==> src/design/json_number_recognizer_core_defines.svh <==
// ----------------------------------------------------------------------------
// json_number_recognizer_core_defines
// Assertion macros shared by the modules of the JSON number recogniser.
// ----------------------------------------------------------------------------
`ifndef JSON_NUMBER_RECOGNIZER_CORE_DEFINES_SVH
`define JSON_NUMBER_RECOGNIZER_CORE_DEFINES_SVH

// Same-cycle implication, checked on every rising edge of clk outside reset.
`define JNR_ASSERT_NOW(label, ante, cons, msg) \
  label: assert property (@(posedge clk) disable iff (rst) (ante) |-> (cons)) \
    else $error(msg);

// Next-cycle implication, checked on every rising edge of clk outside reset.
`define JNR_ASSERT_NEXT(label, ante, cons, msg) \
  label: assert property (@(posedge clk) disable iff (rst) (ante) |=> (cons)) \
    else $error(msg);

`endif

==> src/design/jnr_pkg.sv <==
// ----------------------------------------------------------------------------
// jnr_pkg
// Shared types and constants of the JSON number recogniser.
// ----------------------------------------------------------------------------
package jnr_pkg;

  // Default width of the length counter and result field.
  localparam int unsigned LENGTH_WIDTH_DEFAULT = 16;

  // Default depth of the queue between the classifier and the checker.
  localparam int unsigned QUEUE_DEPTH_DEFAULT = 4;

  // Result status codes.
  localparam logic STATUS_VALID     = 1'b0;
  localparam logic STATUS_MALFORMED = 1'b1;

  // Character classes, as seen by the grammar checker.
  typedef enum logic [3:0] {
    CC_MINUS,
    CC_PLUS,
    CC_ZERO,
    CC_DIGIT,
    CC_POINT,
    CC_EXP,
    CC_X,
    CC_OTHER,
    CC_EOI,
    CC_RERR
  } char_class_t;

  // One queued word between the classifier and the checker.
  typedef struct packed {
    char_class_t cls;
  } jnr_entry_t;

endpackage

==> src/design/jnr_front.sv <==
// ----------------------------------------------------------------------------
// jnr_front
// Input side: takes character words and reduces each to a character class.
// ----------------------------------------------------------------------------
module jnr_front (
  input  logic                end_of_input,
  input  logic                read_error,
  input  logic [7:0]          char_code,
  output jnr_pkg::jnr_entry_t entry
);
  import jnr_pkg::*;

  localparam logic [7:0] ASC_MINUS = 8'h2d;
  localparam logic [7:0] ASC_PLUS  = 8'h2b;
  localparam logic [7:0] ASC_POINT = 8'h2e;
  localparam logic [7:0] ASC_ZERO  = 8'h30;
  localparam logic [7:0] ASC_NINE  = 8'h39;
  localparam logic [7:0] ASC_E_UP  = 8'h45;
  localparam logic [7:0] ASC_E_LO  = 8'h65;
  localparam logic [7:0] ASC_X_LO  = 8'h78;

  // A read error outranks an input end, which outranks the character itself.
  always_comb begin
    if (read_error) begin
      entry.cls = CC_RERR;
    end else if (end_of_input) begin
      entry.cls = CC_EOI;
    end else if (char_code == ASC_ZERO) begin
      entry.cls = CC_ZERO;
    end else if (char_code > ASC_ZERO && char_code <= ASC_NINE) begin
      entry.cls = CC_DIGIT;
    end else if (char_code == ASC_MINUS) begin
      entry.cls = CC_MINUS;
    end else if (char_code == ASC_PLUS) begin
      entry.cls = CC_PLUS;
    end else if (char_code == ASC_POINT) begin
      entry.cls = CC_POINT;
    end else if (char_code == ASC_E_UP || char_code == ASC_E_LO) begin
      entry.cls = CC_EXP;
    end else if (char_code == ASC_X_LO) begin
      entry.cls = CC_X;
    end else begin
      entry.cls = CC_OTHER;
    end
  end

endmodule

==> src/design/jnr_fifo.sv <==
// ----------------------------------------------------------------------------
// jnr_fifo
// Short flop-based queue of classified words between front and back.
// ----------------------------------------------------------------------------
`include "json_number_recognizer_core_defines.svh"

module jnr_fifo #(
  parameter int unsigned DEPTH = jnr_pkg::QUEUE_DEPTH_DEFAULT
) (
  input  logic                clk,
  input  logic                rst,
  input  logic                wr_valid,
  output logic                wr_ready,
  input  jnr_pkg::jnr_entry_t wr_data,
  output logic                rd_valid,
  input  logic                rd_ready,
  output jnr_pkg::jnr_entry_t rd_data
);
  import jnr_pkg::*;

  localparam int unsigned PTR_W = (DEPTH > 1) ? $clog2(DEPTH) : 1;
  localparam int unsigned CNT_W = $clog2(DEPTH + 1);

  jnr_entry_t        store [DEPTH];
  logic [PTR_W-1:0]  wr_ptr;
  logic [PTR_W-1:0]  rd_ptr;
  logic [CNT_W-1:0]  count;
  logic              push;
  logic              pop;

  // Handshake on both sides of the queue.
  assign wr_ready = (count != CNT_W'(DEPTH));
  assign rd_valid = (count != '0);
  assign push     = wr_valid && wr_ready;
  assign pop      = rd_valid && rd_ready;
  assign rd_data  = store[rd_ptr];

  // Storage is written only at the tail.
  always_ff @(posedge clk) begin
    if (push) begin
      store[wr_ptr] <= wr_data;
    end
  end

  // Pointers and fill count.
  always_ff @(posedge clk) begin
    if (rst) begin
      wr_ptr <= '0;
      rd_ptr <= '0;
      count  <= '0;
    end else begin
      if (push) begin
        wr_ptr <= (wr_ptr == PTR_W'(DEPTH - 1)) ? '0 : wr_ptr + 1'b1;
      end
      if (pop) begin
        rd_ptr <= (rd_ptr == PTR_W'(DEPTH - 1)) ? '0 : rd_ptr + 1'b1;
      end
      if (push && !pop) begin
        count <= count + 1'b1;
      end else if (pop && !push) begin
        count <= count - 1'b1;
      end
    end
  end

  `JNR_ASSERT_NOW(a_count_bound, 1'b1, count <= CNT_W'(DEPTH), "queue count beyond depth")
  `JNR_ASSERT_NEXT(a_count_push, push && !pop, count == $past(count) + 1'b1, "count missed a push")

endmodule

==> src/design/jnr_back.sv <==
// ----------------------------------------------------------------------------
// jnr_back
// Grammar checker: walks the number grammar one classified word at a time,
// counts characters and holds the result word until it is taken.
// ----------------------------------------------------------------------------
`include "json_number_recognizer_core_defines.svh"

module jnr_back #(
  parameter int unsigned LENGTH_WIDTH = jnr_pkg::LENGTH_WIDTH_DEFAULT
) (
  input  logic                    clk,
  input  logic                    rst,
  input  logic                    entry_valid,
  output logic                    entry_ready,
  input  jnr_pkg::jnr_entry_t     entry,
  output logic                    result_valid,
  input  logic                    result_ready,
  output logic                    status,
  output logic [LENGTH_WIDTH-1:0] number_length
);
  import jnr_pkg::*;

  typedef enum logic [8:0] {
    PH_START   = 9'b000000001,
    PH_MINUS   = 9'b000000010,
    PH_ZERO    = 9'b000000100,
    PH_INT     = 9'b000001000,
    PH_POINT   = 9'b000010000,
    PH_FRAC    = 9'b000100000,
    PH_ESIGN   = 9'b001000000,
    PH_ESIGNED = 9'b010000000,
    PH_EXP     = 9'b100000000
  } phase_t;

  typedef enum logic [1:0] {
    ACT_GO,
    ACT_DONE,
    ACT_BAD
  } action_t;

  phase_t                  phase;
  phase_t                  phase_next;
  logic [LENGTH_WIDTH-1:0] char_count;
  action_t                 act;
  logic                    complete;
  logic                    is_dig;
  logic                    pop;
  char_class_t             cls;

  assign cls    = entry.cls;
  assign is_dig = (cls == CC_ZERO) || (cls == CC_DIGIT);

  // Phases in which the characters so far form a whole number.
  assign complete = (phase == PH_ZERO) || (phase == PH_INT) ||
                    (phase == PH_FRAC) || (phase == PH_EXP);

  // Decide what the current word does in the current phase.
  always_comb begin
    act        = ACT_BAD;
    phase_next = PH_START;
    if (cls == CC_RERR) begin
      act = ACT_BAD;
    end else if (cls == CC_EOI) begin
      act = complete ? ACT_DONE : ACT_BAD;
    end else begin
      case (phase)
        PH_MINUS: begin
          if (cls == CC_ZERO) begin
            act = ACT_GO; phase_next = PH_ZERO;
          end else if (cls == CC_DIGIT) begin
            act = ACT_GO; phase_next = PH_INT;
          end
        end
        PH_ZERO: begin
          if (cls == CC_POINT) begin
            act = ACT_GO; phase_next = PH_POINT;
          end else if (cls == CC_EXP) begin
            act = ACT_GO; phase_next = PH_ESIGN;
          end else if (is_dig || cls == CC_X) begin
            act = ACT_BAD;
          end else begin
            act = ACT_DONE;
          end
        end
        PH_INT: begin
          if (is_dig) begin
            act = ACT_GO; phase_next = PH_INT;
          end else if (cls == CC_POINT) begin
            act = ACT_GO; phase_next = PH_POINT;
          end else if (cls == CC_EXP) begin
            act = ACT_GO; phase_next = PH_ESIGN;
          end else begin
            act = ACT_DONE;
          end
        end
        PH_POINT: begin
          if (is_dig) begin
            act = ACT_GO; phase_next = PH_FRAC;
          end
        end
        PH_FRAC: begin
          if (is_dig) begin
            act = ACT_GO; phase_next = PH_FRAC;
          end else if (cls == CC_EXP) begin
            act = ACT_GO; phase_next = PH_ESIGN;
          end else begin
            act = ACT_DONE;
          end
        end
        PH_ESIGN: begin
          if (cls == CC_PLUS || cls == CC_MINUS) begin
            act = ACT_GO; phase_next = PH_ESIGNED;
          end else if (is_dig) begin
            act = ACT_GO; phase_next = PH_EXP;
          end
        end
        PH_ESIGNED: begin
          if (is_dig) begin
            act = ACT_GO; phase_next = PH_EXP;
          end
        end
        PH_EXP: begin
          if (is_dig) begin
            act = ACT_GO; phase_next = PH_EXP;
          end else begin
            act = ACT_DONE;
          end
        end
        default: begin
          // Start of a number, and any code outside the one-hot set.
          if (cls == CC_MINUS) begin
            act = ACT_GO; phase_next = PH_MINUS;
          end else if (cls == CC_ZERO) begin
            act = ACT_GO; phase_next = PH_ZERO;
          end else if (cls == CC_DIGIT) begin
            act = ACT_GO; phase_next = PH_INT;
          end
        end
      endcase
    end
  end

  // A word that yields a result needs the output register free or emptying.
  assign pop         = entry_valid && entry_ready;
  assign entry_ready = (act == ACT_GO) || !result_valid || result_ready;

  // Phase, counter and result flag.
  always_ff @(posedge clk) begin
    if (rst) begin
      phase        <= PH_START;
      char_count   <= '0;
      result_valid <= 1'b0;
    end else begin
      if (result_valid && result_ready) begin
        result_valid <= 1'b0;
      end
      if (pop) begin
        if (act == ACT_GO) begin
          phase <= phase_next;
          if (char_count != '1) begin
            char_count <= char_count + 1'b1;
          end
        end else begin
          phase        <= PH_START;
          char_count   <= '0;
          result_valid <= 1'b1;
        end
      end
    end
  end

  // Result payload.
  always_ff @(posedge clk) begin
    if (pop && act != ACT_GO) begin
      status        <= (act == ACT_BAD) ? STATUS_MALFORMED : STATUS_VALID;
      number_length <= (act == ACT_BAD) ? '0 : char_count;
    end
  end

  `JNR_ASSERT_NOW(a_start_zero, phase == PH_START, char_count == '0, "count not clear at start")
  `JNR_ASSERT_NEXT(a_result_restart, pop && act != ACT_GO, phase == PH_START && result_valid,
    "result did not restart the checker")
  `JNR_ASSERT_NOW(a_bad_len, result_valid && status == STATUS_MALFORMED,
    number_length == '0, "malformed result with non-zero length")

endmodule

==> src/design/json_number_recognizer_core.sv <==
// One character word is accepted per clock cycle while the queue has room. The word that ends a
// number is first stored in the four-word queue behind the classifier; the grammar checker then
// takes it from the head of the queue and writes the result word into its output register. The
// sustained rate of one word per cycle, when no result is held up, is set by the checker, which
// updates its phase and length counter for each word it takes. While a result waits to be taken,
// words that extend the next number still flow through; a word that would end it waits at the
// head of the queue, and the input stalls once three more words have queued behind it. The length
// saturates at 2^LENGTH_WIDTH - 1 and reads zero on a malformed result.
// ----------------------------------------------------------------------------
// json_number_recognizer_core
// Checks a character stream against the JSON number grammar and reports each
// number as complete with its length, or as malformed.
// ----------------------------------------------------------------------------
module json_number_recognizer_core #(
  parameter int unsigned LENGTH_WIDTH = jnr_pkg::LENGTH_WIDTH_DEFAULT,
  parameter int unsigned QUEUE_DEPTH  = jnr_pkg::QUEUE_DEPTH_DEFAULT
) (
  input  logic                    clk,
  input  logic                    rst,
  input  logic                    char_valid,
  output logic                    char_ready,
  input  logic [7:0]              character,
  input  logic                    end_of_input,
  input  logic                    read_error,
  output logic                    result_valid,
  input  logic                    result_ready,
  output logic                    status,
  output logic [LENGTH_WIDTH-1:0] number_length
);
  import jnr_pkg::*;

  jnr_entry_t front_entry;
  jnr_entry_t queue_entry;
  logic       queue_valid;
  logic       queue_ready;

  // Classifier on the input side.
  jnr_front u_front (
    .end_of_input (end_of_input),
    .read_error   (read_error),
    .char_code    (character),
    .entry        (front_entry)
  );

  // Queue that decouples the classifier from the checker.
  jnr_fifo #(
    .DEPTH (QUEUE_DEPTH)
  ) u_fifo (
    .clk      (clk),
    .rst      (rst),
    .wr_valid (char_valid),
    .wr_ready (char_ready),
    .wr_data  (front_entry),
    .rd_valid (queue_valid),
    .rd_ready (queue_ready),
    .rd_data  (queue_entry)
  );

  // Grammar checker and result register.
  jnr_back #(
    .LENGTH_WIDTH (LENGTH_WIDTH)
  ) u_back (
    .clk           (clk),
    .rst           (rst),
    .entry_valid   (queue_valid),
    .entry_ready   (queue_ready),
    .entry         (queue_entry),
    .result_valid  (result_valid),
    .result_ready  (result_ready),
    .status        (status),
    .number_length (number_length)
  );

endmodule

==> config.mk <==
export PLATFORM = sky130hd
export DESIGN_NAME = json_number_recognizer_core
export DESIGN_NICKNAME = d
export VERILOG_FILES = /design/src/design/jnr_pkg.sv /design/src/design/jnr_front.sv /design/src/design/jnr_fifo.sv /design/src/design/jnr_back.sv /design/src/design/json_number_recognizer_core.sv
export VERILOG_INCLUDE_DIRS = /design/src /design/src/design
export SDC_FILE = /design/constraint.sdc
export NUM_CORES = 1
export LEC_CHECK = 0
export CAP_MARGIN = 25
export CORE_UTILIZATION = 45
export CTS_BUF_LIST = sky130_fd_sc_hd__clkbuf_8
export DETAILED_ROUTE_END_ITERATION = 6
export DONT_BUFFER_PORTS = 1
export GPL_ROUTABILITY_DRIVEN = 0
export PLACE_DENSITY = 0.63
export SYNTH_ARGS = -nofsm -noshare
export SYNTH_HDL_FRONTEND = slang
export SYNTH_HIERARCHICAL = 1
export SYNTH_SLANG_ARGS = --single-unit
==> constraint.sdc <==
create_clock -name clk -period 4.4 [get_ports clk]
set_input_delay 0.44 -clock clk [delete_from_list [all_inputs] [get_ports clk]]
set_output_delay 0.44 -clock clk [all_outputs]
set_load 0.005 [all_outputs]
## Word level (Yosys, flattened, before mapping)

Memory sizes are Yosys's and may differ from the RTL's. A register that Yosys moved wholly into a read port is not among the register bits.
Cells that the tools add are included.

| word-level totals | value |
|---|---|
| register bits | 50 |
| memory bits (writable) | 16 |
| input bits | 14 |
| output and inout port bits | 19 |
| logic and storage cells | 126 |
| memories kept | 1 |

Memory list:

| name | words | bits a word | read ports | clocked after Yosys merged registers in | write ports | line | source |
|---|---|---|---|---|---|---|---|
| u_fifo.store | 4 | 4 | 1 | 1 | 1 | jnr_fifo.sv:24 | `jnr_entry_t store [DEPTH];` |

| operators by class | value |
|---|---|
| $add $sub $neg | 5 |
| $lt $le $gt $ge | 2 |
| equality and inequality tests | 29 |
| multiplexer cells | 54 |
| reductions and logical operators | 27 |

Operators by type and width:

| cell | number |
|---|---|
| 2-to-1 mux 9 bit | 9 |
| case mux 9 bit (7 select lines) | 1 |
| 2-to-1 mux 4 bit | 9 |
| 2-to-1 mux 2 bit | 17 |
| == test 8 x 6 -> 1 bit (second input constant) | 4 |
| 2-to-1 mux 16 bit | 2 |
| == test 8 x 7 -> 1 bit (second input constant) | 3 |
| adder 16 x 1 -> 16 bit (second input constant) | 1 |
| != test 16 bit (second input constant) | 1 |
| 2-to-1 mux 7 bit | 2 |
| case mux 2 bit (7 select lines) | 1 |
| == test 4 x 3 -> 1 bit (second input constant) | 3 |
| 2-to-1 mux 1 bit | 10 |
| == test 9 x 2 -> 1 bit (second input constant) | 1 |
| == test 9 x 3 -> 1 bit (second input constant) | 1 |
| == test 9 x 4 -> 1 bit (second input constant) | 1 |
| == test 9 x 5 -> 1 bit (second input constant) | 1 |
| == test 9 x 6 -> 1 bit (second input constant) | 1 |
| == test 9 x 7 -> 1 bit (second input constant) | 1 |
| == test 9 x 8 -> 1 bit (second input constant) | 1 |
| == test 9 bit (second input constant) | 1 |
| logical OR 1 bit | 9 |
| == test 4 x 2 -> 1 bit (second input constant) | 2 |
| == test 4 bit (second input constant) | 2 |
| 19 further kinds | 33 |

## Logic depth before layout (Yosys ltp)

Gate-level depths: netlist of run 1.

| depth | value |
|---|---|
| word-level depth | 16 |
| depth in mapped cells | 15 |
| gate-level depth less buffers | 14 |

## By module

The synthesis of run 1 kept the hierarchy.

Modules (own cells, without submodules):

| module | instances | cells an instance | area each (um^2) | seq. area each (um^2) |
|---|---|---|---|---|
| jnr_back | 1 | 252 | 2326.0 | 1031.0 |
| jnr_fifo | 1 | 68 | 1054.8 | 660.6 |
| jnr_front | 1 | 20 | 153.9 | 0.0 |

## Least setup slack after synthesis of run 1

Ideal clock, no wire load.

| timing path | value |
|---|---|
| path kind | register to register |
| start point | register (tool-made name) |
| end point | register u_fifo.count[2] |
| data arrival time | 3665 ps |
| slack | 665 ps |
| stages on the path, launching flop included | 15 |
| period minus slack after synthesis | 3735 ps |
| cell sequence | dfxtp_1 -> mux4_2 -> buf_2 -> or3b_1 -> a31o_2 -> o2111ai_2 -> nor2_4 -> or2_2 -> o31ai_1 -> ha_1 -> inv_1 -> fa_1 -> xor2_1 -> or3_2 -> a21oi_1 |

RTL lines:

| element | line | source |
|---|---|---|
| to (signal assigned) | jnr_fifo.sv:59 | `count <= count + 1'b1;` |
| to (signal assigned) | jnr_fifo.sv:61 | `count <= count - 1'b1;` |
| to (decl) | jnr_fifo.sv:27 | `logic [CNT_W-1:0] count;` |

==> results.md, run 1 <==
* Status: complete, no violations
* Initial antenna violation count at 0
* RSZ-0062 raised after global routing: false
* Skew final at 11.3 ps
* FP Rows at 31
* Post-DP HPWL at 4.75 mm
* Initial Utilization at 0.477
* Grt peak-use layer: met2
* Max_cap viols at 0
* Via count at 2,509
* First-pass GRT wire length at 11.4 mm
* Met2 Usage GRT at 0.286
* GRT met1 Usage at 0.214
* CP startpoint kind: flop
* Cell type with the largest total area after synthesis: edfxtp_1
* Syn Std Cell Area at 3530 sq um
* Leakage at 1.25 nW
* Layout area overhead at 6.62%
* Clk pin slew, worst setup/hold paths at 80 ps
* Setup TNS at 0 ps
* Combinational family with the most area after synthesis: simple AND/OR/NAND/NOR gates
* Fillers at 677
* Util after Layout at 0.509
* Ys flop type: dfxtp_1
* F_max at 252 MHz
* Fin cells at 441
* Fin crit share at 0.900
* Fraction of layout instances using a drive strength above 1 at 0.135
* Hold-fix buffers, CTS at 0
* Inserted Clock Buffers at 9
* Post-synthesis adder-cell area fraction at 0.0304
* Max transition margin at 0.506
* Antenna Diode Count at 0
* Die width at 90.6 microns
* PostCTS Resize Cnt at 0
* Final setup violation count at 0
* CP endpoint kind: flop
* Synth Instances at 340
* Seq/Total Area, Yosys at 0.479
* Gr usage total at 0.176
* Core Box Area at 7410 sq um
* Largest net degree at the start of global routing at 18
* Hold Path Class: in2reg
* Met3 Use GR at 0.0505
* Io pins at 33
* Die H at 90.6 microns
* Critical path class: reg2reg
* Layout Nets at 359
* Root Buffer: clkbuf_8
* Clock Path Buffers at 2
* Maximum vdd drop at 246 uV
* Vias/cell at 5.69
* Commonest cells post-synth: dfxtp_1, edfxtp_1, a21oi_1
* Slew at the pin with the worst max-slew slack at 740 ps
* Final Hold Fails at 0
* CTS tree: yes
* Crit path DAT at 4230 ps
* Final WL at 6.75 mm
* GR Overflow Total at 0
* ANT nets after route at 0
* Mux contribution to synthesized area at 0.0425
* Slew Limit Fails at 0
* Async S/R FF share, synth at 0
* Avg Inst Size Synth at 10.4 sq um
* Synth area leaders: edfxtp_1, dfxtp_1, a21oi_1
* Critical Path RT at 4670 ps
* First-pass DRT Iterations at 4
* Final WS setup at 439 ps
* Worst skew pair latency at 350 ps
* WL/cell at 15.3 microns
* Dpl ws at 442 ps
* Number of synthesized flops with an enable pin at 33
* Mapped Nets at 362
* Simple-gate share of the synthesized area at 0.230
* Xor-xnor portion of the synthesized cell area at 0.0273
* Hold Crit Start: rst
* Netlist cell types at 66
* Clock sinks at 68
* Number of synthesized register bits at 68
* Synth Area in Compound Gates at 0.144
* Inst Count DP at 425
* DRT iter0 DRCs at 162
* Die area at 8210 sq um
* Pwr dens at 556 nW/um^2
* Yosys top cell area share at 0.280
* Detailed-route DRC error count at 0
* Crit-path max FO at 10
* Post-CTS Setup Repair Bufs at 0
* Yosys warnings at 6
* H-Tree Depth at 3
* # port buffers at 0
* Number of global-route vias before repair at 2,382
* Most common cell in the synthesized netlist: dfxtp_1
* Post-layout minimum cycle time at 3960 ps
* Hold slack at 158 ps
-- layer usage --
| metal | wire, microns | share of wire | vias to the layer above |
|---|---|---|---|
| li1 | - | - | 1252 |
| met1 | 3130 | 0.46 | 1186 |
| met2 | 3220 | 0.48 | 57 |
| met3 | 266 | 0.039 | 14 |
| met4 | 131 | 0.019 | 0 |
| met5 | 0 | 0 | - |
-- worst max-delay path, cell delays in order, from the launching register on --
cell and delay, ps:
dfxtp_1 460, mux4_2 660, or3b_1 450, a31o_2 220, o2111ai_2 100, nor2_4 100, or2_2 300, o31ai_1 140
ha_1 290, inv_1 70, fa_1 370, xor2_1 150, or3_2 410, a21oi_1 160
-- cell families (layout without fill, tap and decap cells) --
logic type / count (synthesis) / in the layout
adders and majority gates: 8 / 8
muxes: 9 / 9
AOI/OAI and AO/OA: 78 / 78
xor gates and xnor gates: 11 / 11
buffers and inverters: 32 / 34
DFF: 68 / 68
and+or+nand+nor: 134 / 134
-- per-stage QoR --
stage	cell area, sq um	power, mW
detailed placement	3570	1.59
finish	3770	2.10
floorplan	3530	1.44
CTS	3770	2.11
global placement	3570	1.57
global route	3770	2.23
-- final timing paths --
path	end	slack, ps	depth (start not counted)
min reg2reg	u_fifo/rd_ptr[0]$_SDFFE_PP0P_	500	2
max	u_fifo/count[2]$_SDFFE_PP0P_	440	13
min	u_back/phase[5]$_SDFFE_PP0P_	160	1
max reg2reg	u_fifo/count[2]$_SDFFE_PP0P_	440	13
-- report_power, final --
group          switching, mW  total (mW)  internal, mW  leakage, nW
Sequential            0.0932       0.930         0.836        0.597
Clock                  0.258       0.521         0.263       0.0918
Combinational          0.393       0.645         0.252        0.566
Total                  0.744        2.10          1.35         1.25
-- cell usage in the layout, fill, tap and decap left out, types with 5 or more instances in the layout --
| cell | synthesis | layout |
|---|---|---|
| dfxtp_1 | 35 | 35 |
| xor2_1 | 7 | 7 |
| nor3_1 | 5 | 5 |
| nand4_1 | 9 | 9 |
| or3_1 | 13 | 13 |
| a21oi_1 | 24 | 24 |
| nand2b_1 | 10 | 10 |
| nor2_1 | 23 | 23 |
| and2_1 | 11 | 11 |
| o21ai_0 | 22 | 22 |
| nand3_1 | 11 | 11 |
| nand2_1 | 17 | 17 |
| clkbuf_8 | 0 | 9 |
| edfxtp_1 | 33 | 33 |
| ha_1 | 7 | 7 |
| inv_1 | 15 | 15 |
-- state kept, by name, summed over array words and instances (netlist names), named ones only --
name and flops:
u_fifo/store 16, u_back/char_count 16, u_fifo/rd_ptr 2, u_back/phase 9, u_fifo/wr_ptr 2, u_back/status 1, u_back/number_length 16, u_fifo/count 3
u_back/result_valid 1
-- final cells by class --
cell class	instances	area, sq um	share of cell area
Clock inverter	7	75.1	0.0199
Sequential cell	68	1690	0.449
Inverter	15	56.3	0.0149
Clock buffer	9	124	0.0329
Multi-Input combinational cell	240	1680	0.445
Timing Repair Buffer	3	22.5	0.00598
Tap cell	99	124	0.0329
Power figures use the tool's default switching activity.
==> inputs of run 2 (changes only) <==
--- a/config.mk
+++ b/config.mk
@@ -12,6 +12,7 @@
 export DETAILED_ROUTE_END_ITERATION = 6
 export DONT_BUFFER_PORTS = 1
 export GPL_ROUTABILITY_DRIVEN = 0
+export MAX_ROUTING_LAYER = met4
 export PLACE_DENSITY = 0.63
 export SYNTH_ARGS = -nofsm -noshare
 export SYNTH_HDL_FRONTEND = slang
==> run 2 against run 1 <==
Compared with the run above: cell count unchanged; clock skew down 0.69 ps; via count about the same; core utilization unchanged; clock-buffer cell count unchanged; sequential share of layout area unchanged; largest cell class unchanged.
==> results.md, run 2 (synthesized netlist as in run 1, its figures left out) <==
* R2r worst-path depth at 13 (unchanged)
* Slowest-stage cell, CP: mux4_2
* Die H at 90.6 microns (unchanged)
* H-Tree Depth at 3 (unchanged)
* Via count at 2,511 (+0.080%)
* Vias/cell at 5.69 (about the same)
* Slew at the pin with the worst max-slew slack at 746 ps (+6.50 ps)
* Fin crit share at 0.896 (-0.00412)
* Hold Path Class: in2reg
* ANT nets after route at 0 (unchanged)
* Hold Path Cell Cnt at 1 (unchanged)
* GR Overflow Total at 0 (unchanged)
* Detailed-route DRC error count at 0 (unchanged)
* Number of global-route vias before repair at 2,384 (+0.084%)
* Critical path class: reg2reg
* Skew final at 10.6 ps (-0.687 ps)
* FP Rows at 31 (unchanged)
* Crit-path max FO at 10 (unchanged)
* Clock share of power at 0.249 (about the same)
* WL/cell at 15.4 microns (+0.37%)
* RSZ-0062 raised after global routing: false
* Die width at 90.6 microns (unchanged)
* Clk pin slew, worst setup/hold paths at 80 ps (about the same)
* Maximum vdd drop at 246 uV (about the same)
* Core Box Area at 7410 sq um (unchanged)
* WP buf/inv at 1 (unchanged)
* Status: complete, no violations
* PostCTS Resize Cnt at 0 (unchanged)
* Most frequent cells in the layout: dfxtp_1, edfxtp_1, a21oi_1
* Layout Nets at 359 (unchanged)
* Delay-heaviest family, CP: simple AND/OR/NAND/NOR gates
* Most common cell after layout, fill and taps aside: dfxtp_1
* Root Buffer: clkbuf_8
* Slew Limit Fails at 0 (unchanged)
* Max transition margin at 0.501 (-0.00435)
* Fraction of layout instances using a drive strength above 1 at 0.135 (unchanged)
* CTS tree: yes
* Largest net degree at the start of global routing at 18 (unchanged)
* Post-layout minimum cycle time at 3940 ps (-18.1 ps)
* DRT iter0 DRCs at 186 (+15%)
* Antenna Diode Count at 0 (unchanged)
* # port buffers at 0 (unchanged)
* Initial Utilization at 0.477 (unchanged)
* Top flop regs: u_back/char_count: 16 flops, u_back/number_length: 16 flops, u_fifo/store: 16 flops
* First-pass GRT wire length at 11.4 mm (-0.12%)
* Total power at 2.10 mW (about the same)
* Die area at 8210 sq um (unchanged)
* Critical Path RT at 4670 ps (about the same)
* CP endpoint kind: flop
* Switching Share at 0.355 (about the same)
* Hold slack at 159 ps (+1.30 ps)
* Post-DP HPWL at 4.75 mm (unchanged)
* Reg power frac at 0.444 (about the same)
* CP Cell Sequence: mux4_2, or3b_1, a31o_2, o2111ai_2, nor2_4, or2_2, o31ai_1, ha_1, inv_1, fa_1, xor2_1, or3_2, a21oi_1
* First-pass DRT Iterations at 4 (unchanged)
* Clock sinks at 68 (unchanged)
* Inserted Clock Buffers at 9 (unchanged)
* Post-CTS Setup Repair Bufs at 0 (unchanged)
* CP startpoint kind: flop
* Psw at 0.745 mW (about the same)
* Pwr dens at 556 nW/um^2 (about the same)
* Worst skew pair latency at 340 ps (about the same)
* Final Hold Fails at 0 (unchanged)
* Initial antenna violation count at 0 (unchanged)
* Layout area overhead at 6.62% (unchanged)
* Final setup violation count at 0 (unchanged)
* CP peak stage delay at 660 ps (about the same)
* Crit path DAT at 4210 ps (-20 ps)
* Internal cell power at 1.35 mW (about the same)
* Comb pwr share at 0.308 (about the same)
* Setup TNS at 0 ps (unchanged)
* Hold-fix buffers, CTS at 0 (unchanged)
* Final WL at 6.78 mm (+0.37%)
* F_max at 254 MHz (+0.46%)
* Io pins at 33 (unchanged)
* Gr usage total at 0.181 (+0.00510)
* Clock Path Buffers at 2 (unchanged)
* Crit path depth at 13 (unchanged)
* Max_cap viols at 0 (unchanged)
* Leakage at 1.25 nW (unchanged)
-- run 2: area by class of cell --
class / instances / area (sq um)
clock inverters: 7 / 75.1
inverters: 15 / 56.3
flip-flops and latches: 68 / 1690
well taps: 99 / 124
repair buffers: 3 / 22.5
multi-input cells: 240 / 1680
clock buffers: 9 / 124
fillers: 677 / 3640
-- run 2: metrics by stage --
step,cells,util,setup WS (ps),area [sq um]
after global routing,441,0.509,154,3770
final,441,0.509,457,3770
after CTS,441,0.509,431,3770
after floorplan,340,-,665,3530
after detailed placement,425,0.482,442,3570
after global placement,425,0.482,575,3570
-- run 2: worst reg2reg max path: stages, from the launching register on --
cell,delay [ps]
dfxtp_1,460
mux4_2,660
or3b_1,460
a31o_2,220
o2111ai_2,100
nor2_4,100
or2_2,300
o31ai_1,140
ha_1,280
inv_1,60
fa_1,370
xor2_1,160
or3_2,410
a21oi_1,160
-- run 2: power groups by stage --
stage | Combinational [mW] | Sequential (mW) | Clock [mW]
final | 0.645 | 0.930 | 0.521
after global routing | 0.716 | 0.950 | 0.560
after CTS | 0.647 | 0.933 | 0.532
after detailed placement | 0.645 | 0.948 | 0
after global placement | 0.629 | 0.943 | 0
after floorplan | 0.516 | 0.922 | 0
-- run 2: worst paths after layout --
| path | startpoint | endpoint | slack, ps |
|---|---|---|---|
| worst max register to register | flop | u_fifo/count[2]$_SDFFE_PP0P_ | 460 |
| worst min-delay path | rst | u_back/phase[5]$_SDFFE_PP0P_ | 160 |
| worst min register to register | u_fifo/rd_ptr[0]$_SDFFE_PP0P_ | u_fifo/rd_ptr[0]$_SDFFE_PP0P_ | 500 |
| worst max-delay path | flop | u_fifo/count[2]$_SDFFE_PP0P_ | 460 |
-- run 2: routing by layer --
layer / vias to the layer above / GRT usage / wire, microns
met5: - / - / 0
met4: 0 / 0.0820 / 128
met3: 11 / 0.0488 / 281
met2: 70 / 0.287 / 3260
met1: 1175 / 0.215 / 3110
li1: 1255 / - / -
